`config.mk`:
```
export PLATFORM = sky130hd
export DESIGN_NAME = stable_priority_queue_flat
export DESIGN_NICKNAME = d
export VERILOG_FILES = /design/src/design/spq_pkg.sv /design/src/design/spq_req_if.sv /design/src/design/spq_rsp_if.sv /design/src/design/spq_cell.sv /design/src/design/spq_chain.sv /design/src/design/stable_priority_queue.sv /design/src/flat_wrapper.sv
export VERILOG_INCLUDE_DIRS = /design/src /design/src/design
export SDC_FILE = /design/constraint.sdc
export NUM_CORES = 2
export LEC_CHECK = 0
export ABC_AREA = 1
export BUFFER_PORTS_ARGS = -buffer_cell sky130_fd_sc_hd__buf_2
export CORE_AREA = 2 2 432 434
export CTS_CLUSTER_DIAMETER = 200
export DETAILED_ROUTE_END_ITERATION = 12
export DIE_AREA = 0 0 434 436
export GPL_ROUTABILITY_DRIVEN = 0
export GPL_TIMING_DRIVEN = 0
export PLACE_DENSITY_LB_ADDON = 0.2
export SYNTH_ARGS = -nofsm -noshare
export SYNTH_HDL_FRONTEND = slang
export SYNTH_SLANG_ARGS = --single-unit
```
`constraint.sdc`:
```
create_clock -name clk -period 15.3 [get_ports clk]
set_clock_uncertainty 0.15 [all_clocks]
set_input_delay 1.53 -clock clk [delete_from_list [all_inputs] [get_ports clk]]
set_output_delay 1.53 -clock clk [all_outputs]
set_load 0.01 [all_outputs]
```
`src/design/stable_priority_queue_defines.svh`:
```
// Assertion macros for the stable priority queue RTL.
`ifndef STABLE_PRIORITY_QUEUE_DEFINES_SVH
`define STABLE_PRIORITY_QUEUE_DEFINES_SVH
`ifndef NO_ASSERTIONS
// Check a condition at every clock edge outside reset.
`define SPQ_ASSERT_ALWAYS(lbl, expr, msg) \
    lbl: assert property (@(posedge clk) disable iff (!rst_n) (expr)) else $error(msg);
// Check that a condition in one cycle implies another in the next cycle.
`define SPQ_ASSERT_NEXT(lbl, ante, cons, msg) \
    lbl: assert property (@(posedge clk) disable iff (!rst_n) (ante) |=> (cons)) \
        else $error(msg);
`else
`define SPQ_ASSERT_ALWAYS(lbl, expr, msg)
`define SPQ_ASSERT_NEXT(lbl, ante, cons, msg)
`endif
`endif

```
`src/design/spq_pkg.sv`:
```
// Package with types and constants of the stable priority queue.
`timescale 1ns / 1ps
`default_nettype none
package spq_pkg;
    localparam int PRIO_W           = 32;
    localparam int DATA_W           = 32;
    localparam int STATUS_W         = 2;
    localparam int OCC_W            = 5;
    localparam int DEFAULT_CAPACITY = 16;

    typedef enum logic [STATUS_W-1:0] {
        ST_OK    = 2'd0,
        ST_EMPTY = 2'd1,
        ST_FULL  = 2'd2
    } spq_status_t;

    typedef enum logic {
        KIND_ENQ = 1'b0,
        KIND_DEQ = 1'b1
    } spq_kind_t;

    typedef enum logic [1:0] {
        OP_HOLD,
        OP_ENQ,
        OP_DEQ
    } spq_op_t;

    // Command broadcast to every cell of the chain.
    typedef struct packed {
        spq_op_t                  op;
        logic signed [PRIO_W-1:0] prio;
        logic signed [DATA_W-1:0] value;
    } spq_cmd_t;

    // Contents of one cell.
    typedef struct packed {
        logic                     valid;
        logic signed [PRIO_W-1:0] prio;
        logic signed [DATA_W-1:0] value;
    } spq_entry_t;
endpackage
`default_nettype wire

```
`src/design/spq_req_if.sv`:
```
// Request channel interface: operation kind, priority and payload.
`timescale 1ns / 1ps
`default_nettype none
interface spq_req_if;
    logic                             valid;
    logic                             ready;
    logic                             kind;
    logic signed [spq_pkg::PRIO_W-1:0] priority_req;
    logic signed [spq_pkg::DATA_W-1:0] payload;

    modport source (output valid, output kind, output priority_req, output payload,
                    input ready);
    modport sink   (input valid, input kind, input priority_req, input payload,
                    output ready);
endinterface
`default_nettype wire

```
`src/design/spq_rsp_if.sv`:
```
// Response channel interface: removed value, status and occupancy.
`timescale 1ns / 1ps
`default_nettype none
interface spq_rsp_if;
    logic                                valid;
    logic                                ready;
    logic signed [spq_pkg::DATA_W-1:0]   out_value;
    logic        [spq_pkg::STATUS_W-1:0] status;
    logic        [spq_pkg::OCC_W-1:0]    occupancy;

    modport source (output valid, output out_value, output status, output occupancy,
                    input ready);
    modport sink   (input valid, input out_value, input status, input occupancy,
                    output ready);
endinterface
`default_nettype wire

```
`src/design/spq_cell.sv`:
```
// One slot of the sorted chain: compare, hold, take new entry or shift.
`timescale 1ns / 1ps
`default_nettype none
module spq_cell (
    input  wire logic                 clk,
    input  wire logic                 rst_n,
    input  wire spq_pkg::spq_cmd_t    cmd,
    input  wire spq_pkg::spq_entry_t  prev_entry,
    input  wire logic                 prev_keep,
    input  wire spq_pkg::spq_entry_t  next_entry,
    output spq_pkg::spq_entry_t       entry,
    output logic                      keep
);
    logic                               valid_reg;
    logic signed [spq_pkg::PRIO_W-1:0]  prio_reg;
    logic signed [spq_pkg::DATA_W-1:0]  value_reg;
    spq_pkg::spq_entry_t                entry_next;

    assign entry = '{valid: valid_reg, prio: prio_reg, value: value_reg};

    // Stay in place when ahead of the new entry (greater or equal priority).
    assign keep = valid_reg && ($signed(prio_reg) >= $signed(cmd.prio));

    always_comb
    begin
        entry_next = entry;
        case (cmd.op)
            spq_pkg::OP_ENQ:
            begin
                if (keep)
                begin
                    entry_next = entry;
                end
                else if (prev_keep)
                begin
                    entry_next = '{valid: 1'b1, prio: cmd.prio, value: cmd.value};
                end
                else
                begin
                    entry_next = prev_entry;
                end
            end
            spq_pkg::OP_DEQ:
            begin
                entry_next = next_entry;
            end
            default:
            begin
                entry_next = entry;
            end
        endcase
    end

    always_ff @(posedge clk or negedge rst_n)
    begin
        if (!rst_n)
        begin
            valid_reg <= 1'b0;
        end
        else
        begin
            valid_reg <= entry_next.valid;
        end
    end

    always_ff @(posedge clk)
    begin
        prio_reg  <= entry_next.prio;
        value_reg <= entry_next.value;
    end
endmodule
`default_nettype wire

```
`src/design/spq_chain.sv`:
```
// Row of cells holding the queue in service order, head at slot 0.
`timescale 1ns / 1ps
`default_nettype none
module spq_chain #(
    parameter int CAPACITY = spq_pkg::DEFAULT_CAPACITY
) (
    input  wire logic                 clk,
    input  wire logic                 rst_n,
    input  wire spq_pkg::spq_cmd_t    cmd,
    output spq_pkg::spq_entry_t       head,
    output spq_pkg::spq_entry_t       tail
);
    spq_pkg::spq_entry_t ent  [CAPACITY];
    logic                kp   [CAPACITY];

    genvar i;
    generate
        for (i = 0; i < CAPACITY; i++)
        begin : g_cell
            spq_pkg::spq_entry_t prev_e;
            spq_pkg::spq_entry_t next_e;
            logic                prev_k;

            if (i == 0)
            begin : g_first
                assign prev_e = '0;
                assign prev_k = 1'b1;
            end
            else
            begin : g_mid
                assign prev_e = ent[i-1];
                assign prev_k = kp[i-1];
            end

            if (i == CAPACITY - 1)
            begin : g_last
                assign next_e = '0;
            end
            else
            begin : g_inner
                assign next_e = ent[i+1];
            end

            spq_cell u_cell (
                .clk        (clk),
                .rst_n      (rst_n),
                .cmd        (cmd),
                .prev_entry (prev_e),
                .prev_keep  (prev_k),
                .next_entry (next_e),
                .entry      (ent[i]),
                .keep       (kp[i])
            );
        end
    endgenerate

    assign head = ent[0];
    assign tail = ent[CAPACITY-1];
endmodule
`default_nettype wire

```
`src/design/stable_priority_queue.sv`:
```
// A request transfer shows its response in the output register in the next cycle.
// Throughput: one request per cycle while the response side drains; every cell compares and shifts in parallel.
// The request side stalls only while an unread response sits in the output register.
// Reset: asynchronous, active low; empties the queue (cell valid bits and count cleared)
// and drops any pending response. Entry contents need no reset.
`timescale 1ns / 1ps
`default_nettype none
`include "stable_priority_queue_defines.svh"
module stable_priority_queue #(
    parameter int CAPACITY = spq_pkg::DEFAULT_CAPACITY
) (
    input  wire logic  clk,
    input  wire logic  rst_n,
    spq_req_if.sink    req,
    spq_rsp_if.source  rsp
);
    localparam int CNT_W = $clog2(CAPACITY + 1);

    // Occupancy counter, mirrors the number of valid cells.
    logic [CNT_W-1:0]                   count_reg;
    logic [CNT_W-1:0]                   count_next;

    // Response register.
    logic                               rsp_valid_reg;
    logic signed [spq_pkg::DATA_W-1:0]  rsp_value_reg;
    logic signed [spq_pkg::DATA_W-1:0]  rsp_value_next;
    spq_pkg::spq_status_t               rsp_status_reg;
    spq_pkg::spq_status_t               rsp_status_next;
    logic [spq_pkg::OCC_W-1:0]          rsp_occ_reg;

    spq_pkg::spq_cmd_t                  cmd;
    spq_pkg::spq_entry_t                head;
    spq_pkg::spq_entry_t                tail;
    logic                               accept;
    logic                               is_full;
    logic                               is_empty;

    // Take a new request whenever the response slot is free or being drained.
    assign req.ready = !rsp_valid_reg || rsp.ready;
    assign accept    = req.valid && req.ready;

    assign is_full  = (count_reg == CNT_W'(CAPACITY));
    assign is_empty = (count_reg == '0);

    // Decode the request into a chain command; drop enqueue when full and
    // dequeue when empty, leaving the chain untouched.
    always_comb
    begin
        cmd.op          = spq_pkg::OP_HOLD;
        cmd.prio        = req.priority_req;
        cmd.value       = req.payload;
        count_next      = count_reg;
        rsp_value_next  = '0;
        rsp_status_next = spq_pkg::ST_OK;
        if (accept)
        begin
            case (spq_pkg::spq_kind_t'(req.kind))
                spq_pkg::KIND_ENQ:
                begin
                    if (is_full)
                    begin
                        rsp_status_next = spq_pkg::ST_FULL;
                    end
                    else
                    begin
                        cmd.op     = spq_pkg::OP_ENQ;
                        count_next = count_reg + 1'b1;
                    end
                end
                spq_pkg::KIND_DEQ:
                begin
                    if (is_empty)
                    begin
                        rsp_status_next = spq_pkg::ST_EMPTY;
                    end
                    else
                    begin
                        cmd.op         = spq_pkg::OP_DEQ;
                        count_next     = count_reg - 1'b1;
                        rsp_value_next = head.value;
                    end
                end
                default:
                begin
                    cmd.op = spq_pkg::OP_HOLD;
                end
            endcase
        end
    end

    spq_chain #(
        .CAPACITY (CAPACITY)
    ) u_chain (
        .clk   (clk),
        .rst_n (rst_n),
        .cmd   (cmd),
        .head  (head),
        .tail  (tail)
    );

    always_ff @(posedge clk or negedge rst_n)
    begin
        if (!rst_n)
        begin
            count_reg     <= '0;
            rsp_valid_reg <= 1'b0;
        end
        else
        begin
            count_reg <= count_next;
            if (accept)
            begin
                rsp_valid_reg <= 1'b1;
            end
            else if (rsp.ready)
            begin
                rsp_valid_reg <= 1'b0;
            end
        end
    end

    // Load the response payload on each request transfer; occupancy shows
    // the low bits of the count after this request.
    always_ff @(posedge clk)
    begin
        if (accept)
        begin
            rsp_value_reg  <= rsp_value_next;
            rsp_status_reg <= rsp_status_next;
            rsp_occ_reg    <= spq_pkg::OCC_W'(count_next);
        end
    end

    assign rsp.valid     = rsp_valid_reg;
    assign rsp.out_value = rsp_value_reg;
    assign rsp.status    = rsp_status_reg;
    assign rsp.occupancy = rsp_occ_reg;

    // Counter and chain must agree on empty and full.
    `SPQ_ASSERT_ALWAYS(a_empty_match, is_empty == !head.valid, "count and head valid disagree")
    `SPQ_ASSERT_ALWAYS(a_full_match, is_full == tail.valid, "count and tail valid disagree")
    // An enqueue into a non-full queue grows the count by one.
    `SPQ_ASSERT_NEXT(a_enq_grow, cmd.op == spq_pkg::OP_ENQ, count_reg == $past(count_reg) + 1'b1, "enqueue did not grow count")
    // A dequeue from a non-empty queue shrinks the count by one.
    `SPQ_ASSERT_NEXT(a_deq_shrink, cmd.op == spq_pkg::OP_DEQ, count_reg == $past(count_reg) - 1'b1, "dequeue did not shrink count")
    // A response stalled by the sink blocks new requests.
    `SPQ_ASSERT_ALWAYS(a_stall_blocks, !(rsp_valid_reg && !rsp.ready) || !accept, "request taken over a stalled response")
endmodule
`default_nettype wire

```
`src/flat_wrapper.sv`:
```
// flat-port wrapper written by rule: the top's interface ports become plain ports
module stable_priority_queue_flat 
#(
    parameter int CAPACITY = spq_pkg::DEFAULT_CAPACITY
)
  (clk, rst_n, req_valid, req_kind, req_priority_req, req_payload, req_ready, rsp_valid, rsp_out_value, rsp_status, rsp_occupancy, rsp_ready);
  spq_req_if req_i ();
  spq_rsp_if rsp_i ();
  input  wire logic clk;
  input  wire logic rst_n;
  input wire logic [$bits(req_i.valid)-1:0] req_valid;
  input wire logic [$bits(req_i.kind)-1:0] req_kind;
  input wire logic [$bits(req_i.priority_req)-1:0] req_priority_req;
  input wire logic [$bits(req_i.payload)-1:0] req_payload;
  output wire logic [$bits(req_i.ready)-1:0] req_ready;
  output wire logic [$bits(rsp_i.valid)-1:0] rsp_valid;
  output wire logic [$bits(rsp_i.out_value)-1:0] rsp_out_value;
  output wire logic [$bits(rsp_i.status)-1:0] rsp_status;
  output wire logic [$bits(rsp_i.occupancy)-1:0] rsp_occupancy;
  input wire logic [$bits(rsp_i.ready)-1:0] rsp_ready;
  assign req_i.valid = req_valid;
  assign req_i.kind = req_kind;
  assign req_i.priority_req = req_priority_req;
  assign req_i.payload = req_payload;
  assign req_ready = req_i.ready;
  assign rsp_valid = rsp_i.valid;
  assign rsp_out_value = rsp_i.out_value;
  assign rsp_status = rsp_i.status;
  assign rsp_occupancy = rsp_i.occupancy;
  assign rsp_i.ready = rsp_ready;
  stable_priority_queue #(.CAPACITY(CAPACITY)) u_core (.clk(clk), .rst_n(rst_n), .req(req_i), .rsp(rsp_i));
endmodule
```
==> impl_metrics.env <==
export IMPL_asyncSetResetFlopFracSynth_pct=2.03
export IMPL_yosysSeqAreaShare_pct=44.3
export IMPL_totalNegativeSetupSlack_ps=0
export IMPL_drt_iter0_drc=5888
export IMPL_area_growth_pct=10.9
export IMPL_yosys_area_top_type="edfxtp_1"
export IMPL_setup_viol=0
export IMPL_die_h_um=436
export IMPL_max_stage_delay_ps=760
export IMPL_vdd_drop_max_v=0.000112
export IMPL_fin_crit_ps=5570
export IMPL_h_tree_depth=4
export IMPL_syn_num_nets=10100
export IMPL_synth_top_area_share_pct=43.5
export IMPL_ant_nets=0
export IMPL_die_area_sq_um=189000
export IMPL_floorplan_initialDensity_pct=39.7
export IMPL_hold_class="reg2reg"
export IMPL_slew_headroom_pct=9.50
export IMPL_r2r_slack_ps=10620
export IMPL_hold_ws_ps=356
export IMPL_post_cts_buffers=0
export IMPL_grt_pass1_wl_mm=369
export IMPL_rsz0062_at_grt="false"
export IMPL_via_count=63000
export IMPL_drive_gt1_share_pct=7.94
export IMPL_final_cell_count_no_fill=12300
export IMPL_hpwl_mm=203
export IMPL_grt_max_degree=65
export IMPL_r2r_end="u_core.u_chain.g_cell[10].u_cell.value_reg[19]"
export IMPL_holdBufCountCts=0
export IMPL_min_to="u_core.u_chain.g_cell[14].u_cell.value_reg[10]"
export IMPL_cp_slowest_cell="nor4_1"
export IMPL_hp_start="u_core.u_chain.g_cell[15].u_cell.value_reg[10]"
export IMPL_clk_pin_slew_worst_paths_ps=60
export IMPL_cts_resized=0
export IMPL_cts_tree="done"
export IMPL_fp_dieW_um=434
export IMPL_status="finished, final reports clean"
export IMPL_synth_area_per_cell_sq_um=7.73
export IMPL_dr_pass1_iters=6
export IMPL_wl_per_cell_um=20.1
export IMPL_ys_ff_latch=1085
export IMPL_yosysWarnings=0
export IMPL_first_global_vias=60500
export IMPL_synthTopCellsByCount="nand2_1 (3306), nand3_1 (1889), inv_1 (1128)"
export IMPL_clock_sinks=1085
export IMPL_use_met1_pct=34.2
export IMPL_grt_use_total_pct=25.8
export IMPL_r2r_worst_path_cells=12
export IMPL_path_cells="buf_2 > inv_1 > clkbuf_2 > ha_1 > nand2_1 > nor2_1 > nand4_1 > nor4_1 > nand2_1 > nand3_1 > nand3_1 > nand2_1 > nand2_1 > inv_4 > buf_16"
export IMPL_ys_types=41
export IMPL_synth_main_ff_cell="edfxtp_1"
export IMPL_insertion_delay_ps=800
export IMPL_max_freq_mhz=179
export IMPL_cts_inserted_buffers=131
export IMPL_worst_pin_slew_ps=1360
export IMPL_fin_util_pct=44.1
export IMPL_rows=158
export IMPL_routed_via_density=5.11
export IMPL_busiest_layer="met2"
export IMPL_cp_end_kind="flip-flop"
export IMPL_met3_usage_pct=3.39
export IMPL_grt_antenna_before_repair=11
export IMPL_cts_root_buf="clkbuf_16"
export IMPL_synth_area_top_cells="edfxtp_1 (44%), nand2_1 (17%), nand3_1 (13%)"
export IMPL_p_leak_nw=39.3
export IMPL_p_total_mw=13.1
export IMPL_io_pins=110
export IMPL_gr_usage_met2_pct=42.1
export IMPL_max_cap_violations=0
export IMPL_cp_common_cell="nand2_1"
export IMPL_synth_edf_count=1063
export IMPL_clock_path_buffers=3
export IMPL_grt_ovfl_total=0
export IMPL_fin_nets=10300
export IMPL_coreArea_sq_um=185000
export IMPL_yosys_cell_count_top_type="nand2_1"
export IMPL_crit_type="in2reg"
export IMPL_startpoint_type="primary input"
export IMPL_worstPathArrival_ps=5860
export IMPL_place_inst=12100
export IMPL_drcViolationCount=0
export IMPL_syn_inst=9493
export IMPL_required_ps=15580
export IMPL_io_buffers=109
export IMPL_power_density_nw_per_um2=161
export IMPL_timing_rr_start="u_core.count_reg[0]"
export IMPL_netlist_area_sq_um=73300
export IMPL_wl_mm=248
export IMPL_worstHoldPathCells=2
export IMPL_path_max_fanout=59
export IMPL_slew_viol_final=0
export IMPL_finalHoldViolations=0
export IMPL_fin_crit_sh_pct=36.4
[final cells by class]
| cell class | count | area, sq um |
|---|---|---|
| Clock inverter | 68 | 467 |
| Inverter | 1132 | 4250 |
| Clock buffer | 170 | 3570 |
| Timing Repair Buffer | 115 | 703 |
| Buffer | 616 | 3310 |
| Sequential cell | 1085 | 32500 |
| Fill cell | 18900 | 103000 |
| Antenna cell | 1 | 2.50 |
| Multi-Input combinational cell | 6660 | 33500 |
| Tap cell | 2480 | 3100 |
[logic make-up (layout without fill, tap and decap cells)]
family,after synthesis,after routing,synth area share (%)
and+or+nand+nor,5687,5687,33.1
buffers and inverters,1748,2101,10.3
DFF,1085,1085,44.3
adders and majority gates,514,514,8.77
AOI/OAI and AO/OA,453,453,3.52
xor gates and xnor gates,6,6,0.0716
other,0,1,0
[layout by cell type, fill, tap and decap left out, drive strengths merged, types with 53 or more instances in the layout]
master / n
edfxtp: 1063
clkinv: 53
nor2: 305
a21oi: 217
clkbuf: 436
buf: 465
o21bai: 71
o21ai: 109
inv: 1142
ha: 514
nand3: 1900
nand2: 3416
[metal layers]
layer,share of wire (%),vias up
met3,6.3,413
li1,-,31600
met4,4.5,14
met2,46,2188
met1,43,28800
met5,0.035,-
[metrics by stage]
| stage | setup WS [ps] | area (sq um) |
|---|---|---|
| CTS | 9730 | 81400 |
| floorplan | 7780 | 73300 |
| global route | 9520 | 81400 |
| global placement | 4900 | 77000 |
| finish | 9730 | 81400 |
| detailed placement | 8890 | 77300 |
[worst max-delay path, delay by kind of cell]
family / cells / cell delay, ps
buffers and inverters: 5 / 1400
AND/OR/NAND/NOR: 9 / 2040
adder cells (fa/ha/maj): 1 / 710
[report_power, final]
part	leakage (nW)	total (mW)	switching (mW)	internal [mW]
combinational	26.9	5.22	3.60	1.62
sequential	10.4	4.88	0.458	4.42
clock	1.97	3.04	1.33	1.72
[worst max-delay path by stage]
stage	start	endpoint	cells after the start
after floorplan	req_priority_req[19]	u_core.u_chain.g_cell[0].u_cell.prio_reg[0]	14
after global placement	req_priority_req[17]	u_core.u_chain.g_cell[0].u_cell.value_reg[18]	15
after detailed placement	req_priority_req[31]	u_core.u_chain.g_cell[15].u_cell.value_reg[14]	15
after CTS	req_priority_req[31]	u_core.u_chain.g_cell[15].u_cell.value_reg[22]	15
after global routing	req_priority_req[31]	u_core.u_chain.g_cell[15].u_cell.value_reg[22]	15
final	req_priority_req[31]	u_core.u_chain.g_cell[15].u_cell.value_reg[19]	15
No activity file was read; power rests on OpenSTA's default activity.
